===== src/hw/rtl/hrhp_pkg.sv =====
package hrhp_pkg;

   localparam int OFFSET_BITS_DEFAULT = 16;
   localparam int FIELD_BITS          = 16;
   localparam int KIND_BITS           = 4;
   localparam int POS_BITS            = 5;
   localparam int NUM_HEADERS         = 3;
   localparam int QUEUE_DEPTH         = 4;

   localparam logic [7:0] CHAR_CR    = 8'h0D;
   localparam logic [7:0] CHAR_LF    = 8'h0A;
   localparam logic [7:0] CHAR_SPACE = 8'h20;
   localparam logic [7:0] CHAR_QMARK = 8'h3F;

   localparam logic [POS_BITS-1:0] POS_MAX = '1;

   typedef enum logic [2:0] {
      PH_IDLE,
      PH_METHOD,
      PH_TARGET,
      PH_QUERY,
      PH_VERSION,
      PH_HNAME,
      PH_HVALUE
   } phase_type;

   typedef enum logic [KIND_BITS-1:0] {
      KIND_METHOD         = 4'd0,
      KIND_TARGET         = 4'd1,
      KIND_QUERY          = 4'd2,
      KIND_CONTENT_LENGTH = 4'd3,
      KIND_CONTENT_TYPE   = 4'd4,
      KIND_AUTHORIZATION  = 4'd5,
      KIND_BODY_START     = 4'd6,
      KIND_BAD_LINE       = 4'd7,
      KIND_TRUNCATED      = 4'd8
   } kind_type;

   typedef struct packed {
      logic [KIND_BITS-1:0]  kind;
      logic [FIELD_BITS-1:0] start;
      logic [FIELD_BITS-1:0] length;
   } record_type;

   // One accepted byte yields at most two records; 'two' marks the second as present.
   typedef struct packed {
      logic       two;
      record_type rec0;
      record_type rec1;
   } bundle_type;

   localparam logic [0:15][7:0] TEXT_CONTENT_LENGTH = "Content-Length: ";
   localparam logic [0:15][7:0] TEXT_CONTENT_TYPE   = {"Content-Type: ", 16'h0000};
   localparam logic [0:15][7:0] TEXT_AUTHORIZATION  = {"Authorization: ", 8'h00};

   function automatic logic [POS_BITS-1:0] hdr_len(input logic [1:0] k);
      logic [POS_BITS-1:0] len;
      case (k)
         2'd0:    len = 5'd16;
         2'd1:    len = 5'd14;
         2'd2:    len = 5'd15;
         default: len = 5'd0;
      endcase
      return len;
   endfunction

   function automatic logic [7:0] hdr_char(input logic [1:0] k, input logic [3:0] pos);
      logic [7:0] c;
      case (k)
         2'd0:    c = TEXT_CONTENT_LENGTH[pos];
         2'd1:    c = TEXT_CONTENT_TYPE[pos];
         2'd2:    c = TEXT_AUTHORIZATION[pos];
         default: c = 8'h00;
      endcase
      return c;
   endfunction

endpackage


===== src/hw/rtl/http_request_header_parser_core.sv =====
// HTTP request head parser.
// Request text enters on the req_ channel one byte per transaction, with
// req_first_byte opening a request and req_final_byte closing it. Each byte
// may produce up to two records on the rsp_ channel: method, target and
// query spans, the value spans of Content-Length, Content-Type and
// Authorization, the body start, or an error record for a bad request line
// or a truncated head. rsp_last_of_run marks the last record of a byte.
// The parser takes one byte per cycle while req_stall is low. With nothing
// queued ahead of it, the accepting edge writes a record into a four-entry
// queue, and from there it is loaded into the rsp_ output register. While the
// receiver does not stall, the output side sends one record per cycle, and a
// byte with two records holds its queue entry until its second record is
// loaded. While the receiver stalls, the output register holds and the queue
// fills; req_stall rises only when the queue is full.
// Reset clears the parse state to idle, empties the queue and drops
// rsp_valid; bytes are ignored until one arrives with req_first_byte set.
module http_request_header_parser_core #(
   parameter int OFFSET_BITS = hrhp_pkg::OFFSET_BITS_DEFAULT
) (
   input  logic                            clock,
   input  logic                            reset,
   input  logic                            req_valid,
   output logic                            req_stall,
   input  logic [7:0]                      req_data_byte,
   input  logic                            req_first_byte,
   input  logic                            req_final_byte,
   output logic                            rsp_valid,
   input  logic                            rsp_stall,
   output logic [hrhp_pkg::KIND_BITS-1:0]  rsp_field_kind,
   output logic [hrhp_pkg::FIELD_BITS-1:0] rsp_field_start,
   output logic [hrhp_pkg::FIELD_BITS-1:0] rsp_field_length,
   output logic                            rsp_last_of_run
);
   import hrhp_pkg::*;

   logic       in_take;
   logic       push;
   bundle_type push_bundle;
   logic       pop;
   logic       full;
   logic       not_empty;
   bundle_type head;

   assign req_stall = full;
   assign in_take   = req_valid && !full;

   hrhp_front #(
      .OFFSET_BITS(OFFSET_BITS)
   ) u_front (
      .clock      (clock),
      .reset      (reset),
      .in_take    (in_take),
      .data_byte  (req_data_byte),
      .first_byte (req_first_byte),
      .final_byte (req_final_byte),
      .push       (push),
      .bundle     (push_bundle)
   );

   hrhp_queue u_queue (
      .clock       (clock),
      .reset       (reset),
      .push        (push),
      .push_bundle (push_bundle),
      .pop         (pop),
      .full        (full),
      .not_empty   (not_empty),
      .head        (head)
   );

   hrhp_back u_back (
      .clock            (clock),
      .reset            (reset),
      .not_empty        (not_empty),
      .head             (head),
      .pop              (pop),
      .rsp_valid        (rsp_valid),
      .rsp_stall        (rsp_stall),
      .rsp_field_kind   (rsp_field_kind),
      .rsp_field_start  (rsp_field_start),
      .rsp_field_length (rsp_field_length),
      .rsp_last_of_run  (rsp_last_of_run)
   );

endmodule


===== src/hw/rtl/hrhp_front.sv =====
module hrhp_front #(
   parameter int OFFSET_BITS = hrhp_pkg::OFFSET_BITS_DEFAULT
) (
   input  logic                 clock,
   input  logic                 reset,
   input  logic                 in_take,
   input  logic [7:0]           data_byte,
   input  logic                 first_byte,
   input  logic                 final_byte,
   output logic                 push,
   output hrhp_pkg::bundle_type bundle
);
   import hrhp_pkg::*;

   localparam int WIDE_BITS = OFFSET_BITS + FIELD_BITS + 1;
   localparam logic [OFFSET_BITS-1:0] OFF_MAX = '1;

   phase_type                  phase_ff, phase_in;
   logic [OFFSET_BITS-1:0]     offset_ff, offset_in;
   logic [OFFSET_BITS-1:0]     span_ff, span_in;
   logic [NUM_HEADERS-1:0]     flags_ff, flags_in;
   logic [POS_BITS-1:0]        pos_ff, pos_in;
   logic [1:0]                 matched_ff, matched_in;
   logic                       cr_ff, cr_in;

   always_ff @(posedge clock) begin
      if (reset) begin
         phase_ff   <= PH_IDLE;
         offset_ff  <= '0;
         span_ff    <= '0;
         flags_ff   <= '1;
         pos_ff     <= '0;
         matched_ff <= '0;
         cr_ff      <= 1'b0;
      end else begin
         phase_ff   <= phase_in;
         offset_ff  <= offset_in;
         span_ff    <= span_in;
         flags_ff   <= flags_in;
         pos_ff     <= pos_in;
         matched_ff <= matched_in;
         cr_ff      <= cr_in;
      end
   end

   always_comb begin
      phase_type              phase_e;
      logic [OFFSET_BITS-1:0] off;
      logic [OFFSET_BITS-1:0] span_e;
      logic [NUM_HEADERS-1:0] flags_e;
      logic [POS_BITS-1:0]    pos_e;
      logic [1:0]             matched_e;
      logic                   cr_before;
      logic                   line_end;
      logic                   p_valid;
      logic                   t_valid;
      logic [KIND_BITS-1:0]   p_kind;
      logic [OFFSET_BITS:0]   p_start;
      logic [OFFSET_BITS-1:0] p_len;
      logic [WIDE_BITS-1:0]   start_wide;
      logic [WIDE_BITS-1:0]   len_wide;
      logic [WIDE_BITS-1:0]   off_wide;
      record_type             p_rec;
      record_type             t_rec;

      // A first byte restarts the parse before the byte itself is looked at.
      phase_e   = first_byte ? PH_METHOD : phase_ff;
      off       = first_byte ? '0 : offset_ff;
      span_e    = first_byte ? '0 : span_ff;
      flags_e   = first_byte ? '1 : flags_ff;
      pos_e     = first_byte ? '0 : pos_ff;
      matched_e = first_byte ? '0 : matched_ff;
      cr_before = first_byte ? 1'b0 : cr_ff;
      line_end  = (data_byte == CHAR_LF) && cr_before;

      phase_in   = phase_ff;
      offset_in  = offset_ff;
      span_in    = span_ff;
      flags_in   = flags_ff;
      pos_in     = pos_ff;
      matched_in = matched_ff;
      cr_in      = cr_ff;

      p_valid = 1'b0;
      t_valid = 1'b0;
      p_kind  = KIND_METHOD;
      p_start = '0;
      p_len   = '0;

      if (in_take && (phase_e != PH_IDLE)) begin
         phase_in   = phase_e;
         span_in    = span_e;
         flags_in   = flags_e;
         pos_in     = pos_e;
         matched_in = matched_e;
         cr_in      = (data_byte == CHAR_CR);

         case (phase_e)
            PH_METHOD, PH_TARGET, PH_QUERY: begin
               if ((data_byte == CHAR_CR) || (data_byte == CHAR_LF)) begin
                  p_valid  = 1'b1;
                  p_kind   = KIND_BAD_LINE;
                  p_start  = {1'b0, off};
                  phase_in = PH_IDLE;
               end else if (data_byte == CHAR_SPACE) begin
                  p_valid = 1'b1;
                  case (phase_e)
                     PH_METHOD: p_kind = KIND_METHOD;
                     PH_TARGET: p_kind = KIND_TARGET;
                     default:   p_kind = KIND_QUERY;
                  endcase
                  p_start  = {1'b0, span_e};
                  p_len    = off - span_e;
                  span_in  = off + OFFSET_BITS'(1);
                  phase_in = (phase_e == PH_METHOD) ? PH_TARGET : PH_VERSION;
               end else if ((data_byte == CHAR_QMARK) && (phase_e == PH_TARGET)) begin
                  p_valid  = 1'b1;
                  p_kind   = KIND_TARGET;
                  p_start  = {1'b0, span_e};
                  p_len    = off - span_e;
                  span_in  = off + OFFSET_BITS'(1);
                  phase_in = PH_QUERY;
               end
            end
            PH_VERSION: begin
               if (line_end) begin
                  flags_in   = '1;
                  pos_in     = '0;
                  matched_in = '0;
                  cr_in      = 1'b0;
                  phase_in   = PH_HNAME;
               end
            end
            PH_HNAME: begin
               if (line_end) begin
                  if (pos_e == POS_BITS'(1)) begin
                     // Only the CR came before this LF: the blank line ends the head.
                     p_valid  = 1'b1;
                     p_kind   = KIND_BODY_START;
                     p_start  = {1'b0, off} + (OFFSET_BITS + 1)'(1);
                     phase_in = PH_IDLE;
                  end else begin
                     flags_in   = '1;
                     pos_in     = '0;
                     matched_in = '0;
                     cr_in      = 1'b0;
                  end
               end else begin
                  for (int k = 0; k < NUM_HEADERS; k++) begin
                     if (flags_e[k]) begin
                        if ((pos_e >= hdr_len(2'(k))) ||
                            (hdr_char(2'(k), pos_e[3:0]) != data_byte)) begin
                           flags_in[k] = 1'b0;
                        end else if ((pos_e + POS_BITS'(1)) == hdr_len(2'(k))) begin
                           matched_in = 2'(k + 1);
                        end
                     end
                  end
                  if (pos_e != POS_MAX) begin
                     pos_in = pos_e + POS_BITS'(1);
                  end
                  if (matched_in != 2'd0) begin
                     span_in  = off + OFFSET_BITS'(1);
                     cr_in    = 1'b0;
                     phase_in = PH_HVALUE;
                  end
               end
            end
            PH_HVALUE: begin
               if (line_end) begin
                  p_valid = 1'b1;
                  case (matched_e)
                     2'd1:    p_kind = KIND_CONTENT_LENGTH;
                     2'd2:    p_kind = KIND_CONTENT_TYPE;
                     default: p_kind = KIND_AUTHORIZATION;
                  endcase
                  p_start    = {1'b0, span_e};
                  p_len      = off - span_e - OFFSET_BITS'(1);
                  flags_in   = '1;
                  pos_in     = '0;
                  matched_in = '0;
                  cr_in      = 1'b0;
                  phase_in   = PH_HNAME;
               end
            end
            default: begin
               phase_in = PH_IDLE;
            end
         endcase

         if ((phase_in != PH_IDLE) && (final_byte || (off == OFF_MAX))) begin
            t_valid  = 1'b1;
            phase_in = PH_IDLE;
         end
         offset_in = (off == OFF_MAX) ? off : off + OFFSET_BITS'(1);
      end

      start_wide   = WIDE_BITS'(p_start);
      len_wide     = WIDE_BITS'(p_len);
      off_wide     = WIDE_BITS'(off);
      p_rec.kind   = p_kind;
      p_rec.start  = start_wide[FIELD_BITS-1:0];
      p_rec.length = len_wide[FIELD_BITS-1:0];
      t_rec.kind   = KIND_TRUNCATED;
      t_rec.start  = off_wide[FIELD_BITS-1:0];
      t_rec.length = '0;

      push        = p_valid || t_valid;
      bundle.two  = p_valid && t_valid;
      bundle.rec0 = p_valid ? p_rec : t_rec;
      bundle.rec1 = t_rec;
   end

   // A final byte always leaves the parser halted.
   assert property (@(posedge clock) disable iff (reset)
      in_take && final_byte |=> phase_ff == PH_IDLE)
      else $error("parser still active after a final byte");

   // A halted parser without a first byte produces nothing.
   assert property (@(posedge clock) disable iff (reset)
      (phase_ff == PH_IDLE) && !first_byte |-> !push)
      else $error("record produced while the parser is halted");

endmodule


===== src/hw/rtl/hrhp_queue.sv =====
module hrhp_queue (
   input  logic                 clock,
   input  logic                 reset,
   input  logic                 push,
   input  hrhp_pkg::bundle_type push_bundle,
   input  logic                 pop,
   output logic                 full,
   output logic                 not_empty,
   output hrhp_pkg::bundle_type head
);
   import hrhp_pkg::*;

   localparam int PTR_BITS   = $clog2(QUEUE_DEPTH);
   localparam int COUNT_BITS = $clog2(QUEUE_DEPTH + 1);

   bundle_type              entry_ff [QUEUE_DEPTH];
   logic [PTR_BITS-1:0]     wr_ptr_ff, wr_ptr_in;
   logic [PTR_BITS-1:0]     rd_ptr_ff, rd_ptr_in;
   logic [COUNT_BITS-1:0]   count_ff, count_in;

   always_ff @(posedge clock) begin
      if (push) begin
         entry_ff[wr_ptr_ff] <= push_bundle;
      end
   end

   always_ff @(posedge clock) begin
      if (reset) begin
         wr_ptr_ff <= '0;
         rd_ptr_ff <= '0;
         count_ff  <= '0;
      end else begin
         wr_ptr_ff <= wr_ptr_in;
         rd_ptr_ff <= rd_ptr_in;
         count_ff  <= count_in;
      end
   end

   always_comb begin
      wr_ptr_in = push ? wr_ptr_ff + PTR_BITS'(1) : wr_ptr_ff;
      rd_ptr_in = pop ? rd_ptr_ff + PTR_BITS'(1) : rd_ptr_ff;
      count_in  = count_ff;
      if (push && !pop) begin
         count_in = count_ff + COUNT_BITS'(1);
      end else if (pop && !push) begin
         count_in = count_ff - COUNT_BITS'(1);
      end
   end

   assign full      = (count_ff == COUNT_BITS'(QUEUE_DEPTH));
   assign not_empty = (count_ff != '0);
   assign head      = entry_ff[rd_ptr_ff];

   assert property (@(posedge clock) disable iff (reset)
      push |-> !full)
      else $error("write into a full queue");

   assert property (@(posedge clock) disable iff (reset)
      pop |-> not_empty)
      else $error("read from an empty queue");

   assert property (@(posedge clock) disable iff (reset)
      push && !pop |=> count_ff == $past(count_ff) + COUNT_BITS'(1))
      else $error("queue fill level lost a write");

endmodule


===== src/hw/rtl/hrhp_back.sv =====
module hrhp_back (
   input  logic                                  clock,
   input  logic                                  reset,
   input  logic                                  not_empty,
   input  hrhp_pkg::bundle_type                  head,
   output logic                                  pop,
   output logic                                  rsp_valid,
   input  logic                                  rsp_stall,
   output logic [hrhp_pkg::KIND_BITS-1:0]        rsp_field_kind,
   output logic [hrhp_pkg::FIELD_BITS-1:0]       rsp_field_start,
   output logic [hrhp_pkg::FIELD_BITS-1:0]       rsp_field_length,
   output logic                                  rsp_last_of_run
);
   import hrhp_pkg::*;

   logic       valid_ff, valid_in;
   logic       second_ff, second_in;
   record_type rec_ff, rec_in;
   logic       last_ff, last_in;
   logic       load;

   always_ff @(posedge clock) begin
      if (reset) begin
         valid_ff  <= 1'b0;
         second_ff <= 1'b0;
      end else begin
         valid_ff  <= valid_in;
         second_ff <= second_in;
      end
   end

   always_ff @(posedge clock) begin
      rec_ff  <= rec_in;
      last_ff <= last_in;
   end

   // The head bundle is sent one record at a time; it leaves the queue with its last record.
   always_comb begin
      load      = not_empty && (!valid_ff || !rsp_stall);
      rec_in    = rec_ff;
      last_in   = last_ff;
      second_in = second_ff;
      pop       = 1'b0;
      valid_in  = valid_ff && rsp_stall;
      if (load) begin
         rec_in    = second_ff ? head.rec1 : head.rec0;
         last_in   = second_ff || !head.two;
         pop       = last_in;
         second_in = !last_in;
         valid_in  = 1'b1;
      end
   end

   assign rsp_valid        = valid_ff;
   assign rsp_field_kind   = rec_ff.kind;
   assign rsp_field_start  = rec_ff.start;
   assign rsp_field_length = rec_ff.length;
   assign rsp_last_of_run  = last_ff;

endmodule

===== config.mk =====
export PLATFORM = sky130hd
export DESIGN_NAME = http_request_header_parser_core
export DESIGN_NICKNAME = d
export VERILOG_FILES = /design/src/hw/rtl/hrhp_pkg.sv /design/src/hw/rtl/http_request_header_parser_core.sv /design/src/hw/rtl/hrhp_front.sv /design/src/hw/rtl/hrhp_queue.sv /design/src/hw/rtl/hrhp_back.sv
export SDC_FILE = /design/constraint.sdc
export NUM_CORES = 1
export LEC_CHECK = 0
export BUFFER_PORTS_ARGS = -buffer_cell sky130_fd_sc_hd__clkbuf_2
export CORE_ASPECT_RATIO = 1.75
export CORE_UTILIZATION = 25
export DETAILED_ROUTE_END_ITERATION = 10
export PLACE_DENSITY_LB_ADDON = 0.25
export SLEW_MARGIN = 10
export SYNTH_ARGS = -nofsm -noshare
export SYNTH_HDL_FRONTEND = slang
export SYNTH_HIERARCHICAL = 1
export SYNTH_SLANG_ARGS = --single-unit

===== constraint.sdc =====
create_clock -name clock -period 6.4 [get_ports clock]
set_clock_uncertainty 0.15 [all_clocks]
set_input_delay 1.28 -clock clock [delete_from_list [all_inputs] [get_ports clock]]
set_output_delay 1.28 -clock clock [all_outputs]
set_load 0.01 [all_outputs]

==> metrics.txt <==
Synth area leaders edfxtp_1 (53%), mux4_2 (8.7%), dfxtp_1 (6.1%); P&R area growth vs syn 13.9%; dpl ws around 0.7 ns; DR iter-0 viols 520; final setup vio count 0; DP HPWL 33400 um; fin worst setup slack between 1 and 1.5 ns; WL final 47900 um; post-cts hold buffer count 0; Congestion Overflow GR 0; sequential power share a little under half; Cell Area, Synth 0.0186 sq mm; Reg2Reg Capture Point u_front/span_ff[11]$_SDFFE_PP0P_; PostCTS Resize Cnt 0; Critical Path Sink u_queue/entry_ff[3][51]$_DFFE_PP_; Finished Layout Cells around 2400; diode count 0; port bufs 52; unrepaired setup endpoints after global routing false; CP Data Arrival Time 5.28 ns; Worst Path Max Fanout 23; NetSw between 0.0015 and 0.002 W; post-synth top area share between 50% and 60%; Reg clk slew, reported paths around 0.06 ns; Worst Setup Path Type input pin to flop; placed inst area roughly 0.020 sq mm; Post-CTS Setup Bufs 0; Syn Inst Count 1342; post-layout util between 20 and 30%; largest net degree at the start of global routing 54; status finished, final reports clean; Initial Utilization roughly a quarter; post-synth top area cell edfxtp_1; Clock Path Buffers 3; Main synth FF type edfxtp_1; wire per inst a little over 20 um; io pins 53; Netlist cell types 91; share of cells above drive strength 1 between 20% and 30%; # H-tree levels 2; drt drc 0; Sw Share ~28%; most used routing layer met2; worst reg-to-reg setup slack 1.68 ns; first-pass GRT wire length between 70000 and 80000 um; # nets final around 1500; Post-Syn Area per Cell around 14 sq um; Seq/Total Area, Yosys between 50% and 60%; RR Startpoint u_front/pos_ff[0]$_SDFFE_PP0P_; worst skew pair latency around 0.55 ns; EDFF count, synth 329; Worst setup EP type flop; #FFs+latches synth between 300 and 400; gp weighted congestion roughly 0.85; clock sinks about 390; Die Wd between 200 and 250 um; most common cell after layout, fill and taps aside edfxtp_1; all-layer global routing usage between 10% and 20%; M2 GR Usage approximately 25%; cts bufs inserted 37; P_int slightly below 0.005 W; FF-to-FF path depth 14; PD cells 323 mW/mm^2; final period utilization approximately 80%; vias in the first global route 11700; worst path required time about 6.5 ns; Worst setup SP type input pin; number of max-cap violations 0; async set-reset flop share out of synthesis 0%; most frequent cells in the layout edfxtp_1 (329), nor2_1 (128), mux4_2 (72); Final Hold Fails 0; part of the power in combinational logic 21.3%; CTS tree done; global routing usage on met1 a little over an eighth; maximum VDD drop between 0.00015 and 0.0002 V; minimum clock period about 5 ns; initial antenna violation count 0; Slew HR about 22%; Die Ht ~360 um; Core Area 0.0733 sq mm; 1st-pass router iterations 5; M3 GR Usage under 10%; fin area ~0.021 sq mm; Hold/Removal Path Class flop to flop; Slew @ Worst Pin around 1.2 ns; Ys Warns 6; Vias around 11000; row count about 130; clock root buffer clkbuf_16; total negative slack 0 ns; Clock Power Share 33.1%; placed cell count about 2300; final antenna-violating net count 0; Final Max Tran Viols 0; CP startpoint req_first_byte; die area ~0.075 sq mm; vias per inst 4.74; fmax 194 MHz; leakage between 6 and 7 nW
## flip-flops by register name, indices dropped and copies added, names as in the netlist, named ones only
register and flops:
u_back/rsp_field_kind 4, u_back/rsp_field_length 16, u_back/rsp_field_start 16, u_back/rsp_last_of_run 1, u_back/rsp_valid 1, u_back/second_ff 1
u_front/cr_ff 1, u_front/flags_ff 3, u_front/matched_ff 2, u_front/offset_ff 16, u_front/phase_ff 3, u_front/pos_ff 5
u_front/span_ff 16, u_queue/count_ff 3, u_queue/entry_ff 292, u_queue/rd_ptr_ff 2, u_queue/wr_ptr_ff 2
## kinds of logic after synthesis
kind of cell / after synthesis / synth area share, %
adders and majority gates: 36 / 2.51
buffers and inverters: 133 / 4.27
DFF: 386 / 59.3
other: 2 / 0.0404
AOI/OAI and AO/OA: 254 / 10.0
muxes: 122 / 11.8
xor gates and xnor gates: 51 / 2.40
and+or+nand+nor: 358 / 9.66
## area by class of cell
cell class	instances	area (sq um)
sequential	386	11000
timing repair buffer	95	721
clock buffer	45	1010
multi-input combinational	841	6860
fill	7345	52100
clock inverter	20	226
inverter	40	150
tap	931	1160
## cell usage after synthesis, types with 11 or more instances
library cell	instances
ha_1	34
nor2_1	128
edfxtp_1	329
nand2_1	46
nand2b_1	36
nand3_1	22
inv_1	38
dfxtp_1	57
nor3_1	26
clkbuf_1	29
xnor2_1	35
buf_2	20
mux4_2	72
buf_4	27
nor2b_1	22
xor2_1	16
nand4_1	11
mux2_2	39
o22ai_1	16
and3_1	13
a21oi_1	63
a22oi_1	15
o21ai_0	32
## through the flow
stage | hold WS, ns | total power (W)
after CTS | 0.325 | 0.00700
after global routing | 0.349 | 0.00716
final | 0.327 | 0.00683
after global placement | 0.309 | 0.00469
after floorplan | 0.290 | 0.00428
after detailed placement | 0.315 | 0.00470
## critical path, stage by stage
cell and delay (ns):
clkbuf_2 0.39, nand2b_1 0.28, ha_1 0.22, inv_1 0.06
fa_1 0.42, xnor2_1 0.42, and3_1 0.25, inv_1 0.08
a2111oi_0 0.65, nand4_1 0.34, nor3_1 0.42, nand4_1 0.14
a32oi_1 0.23, nor2_1 0.09
## worst min path at each step
stage                                        from                                  to  slack, ns  cells after the start
5_1_grt           u_front/span_ff[0]$_SDFFE_PP0P_     u_front/span_ff[0]$_SDFFE_PP0P_       0.35                      1
4_1_cts        u_front/matched_ff[0]$_SDFFE_PP0P_  u_front/matched_ff[0]$_SDFFE_PP0P_       0.32                      2
3_3_place_gp   u_front/matched_ff[0]$_SDFFE_PP0P_  u_front/matched_ff[0]$_SDFFE_PP0P_       0.31                      2
6_report       u_front/matched_ff[0]$_SDFFE_PP0P_  u_front/matched_ff[0]$_SDFFE_PP0P_       0.33                      2
3_5_place_dp   u_front/matched_ff[0]$_SDFFE_PP0P_  u_front/matched_ff[0]$_SDFFE_PP0P_       0.32                      2
2_1_floorplan  u_front/matched_ff[0]$_SDFFE_PP0P_  u_front/matched_ff[0]$_SDFFE_PP0P_       0.29                      2
## power groups by stage
stage	registers (W)	logic [W]	clock network [W]
floorplan	0.00319	0.00110	0
global placement	0.00318	0.00151	0
detailed placement	0.00318	0.00151	0
CTS	0.00313	0.00152	0.00235
global route	0.00314	0.00160	0.00242
finish	0.00311	0.00146	0.00226
## metal layers
layer | wire length [um] | vias to the layer above
li1 | - | 5235
met1 | 17800 | 5674
met2 | 27000 | 183
met3 | 1100 | 81
met4 | 1980 | 0
met5 | 0 | -
No activity file was read; power rests on OpenSTA's default activity.
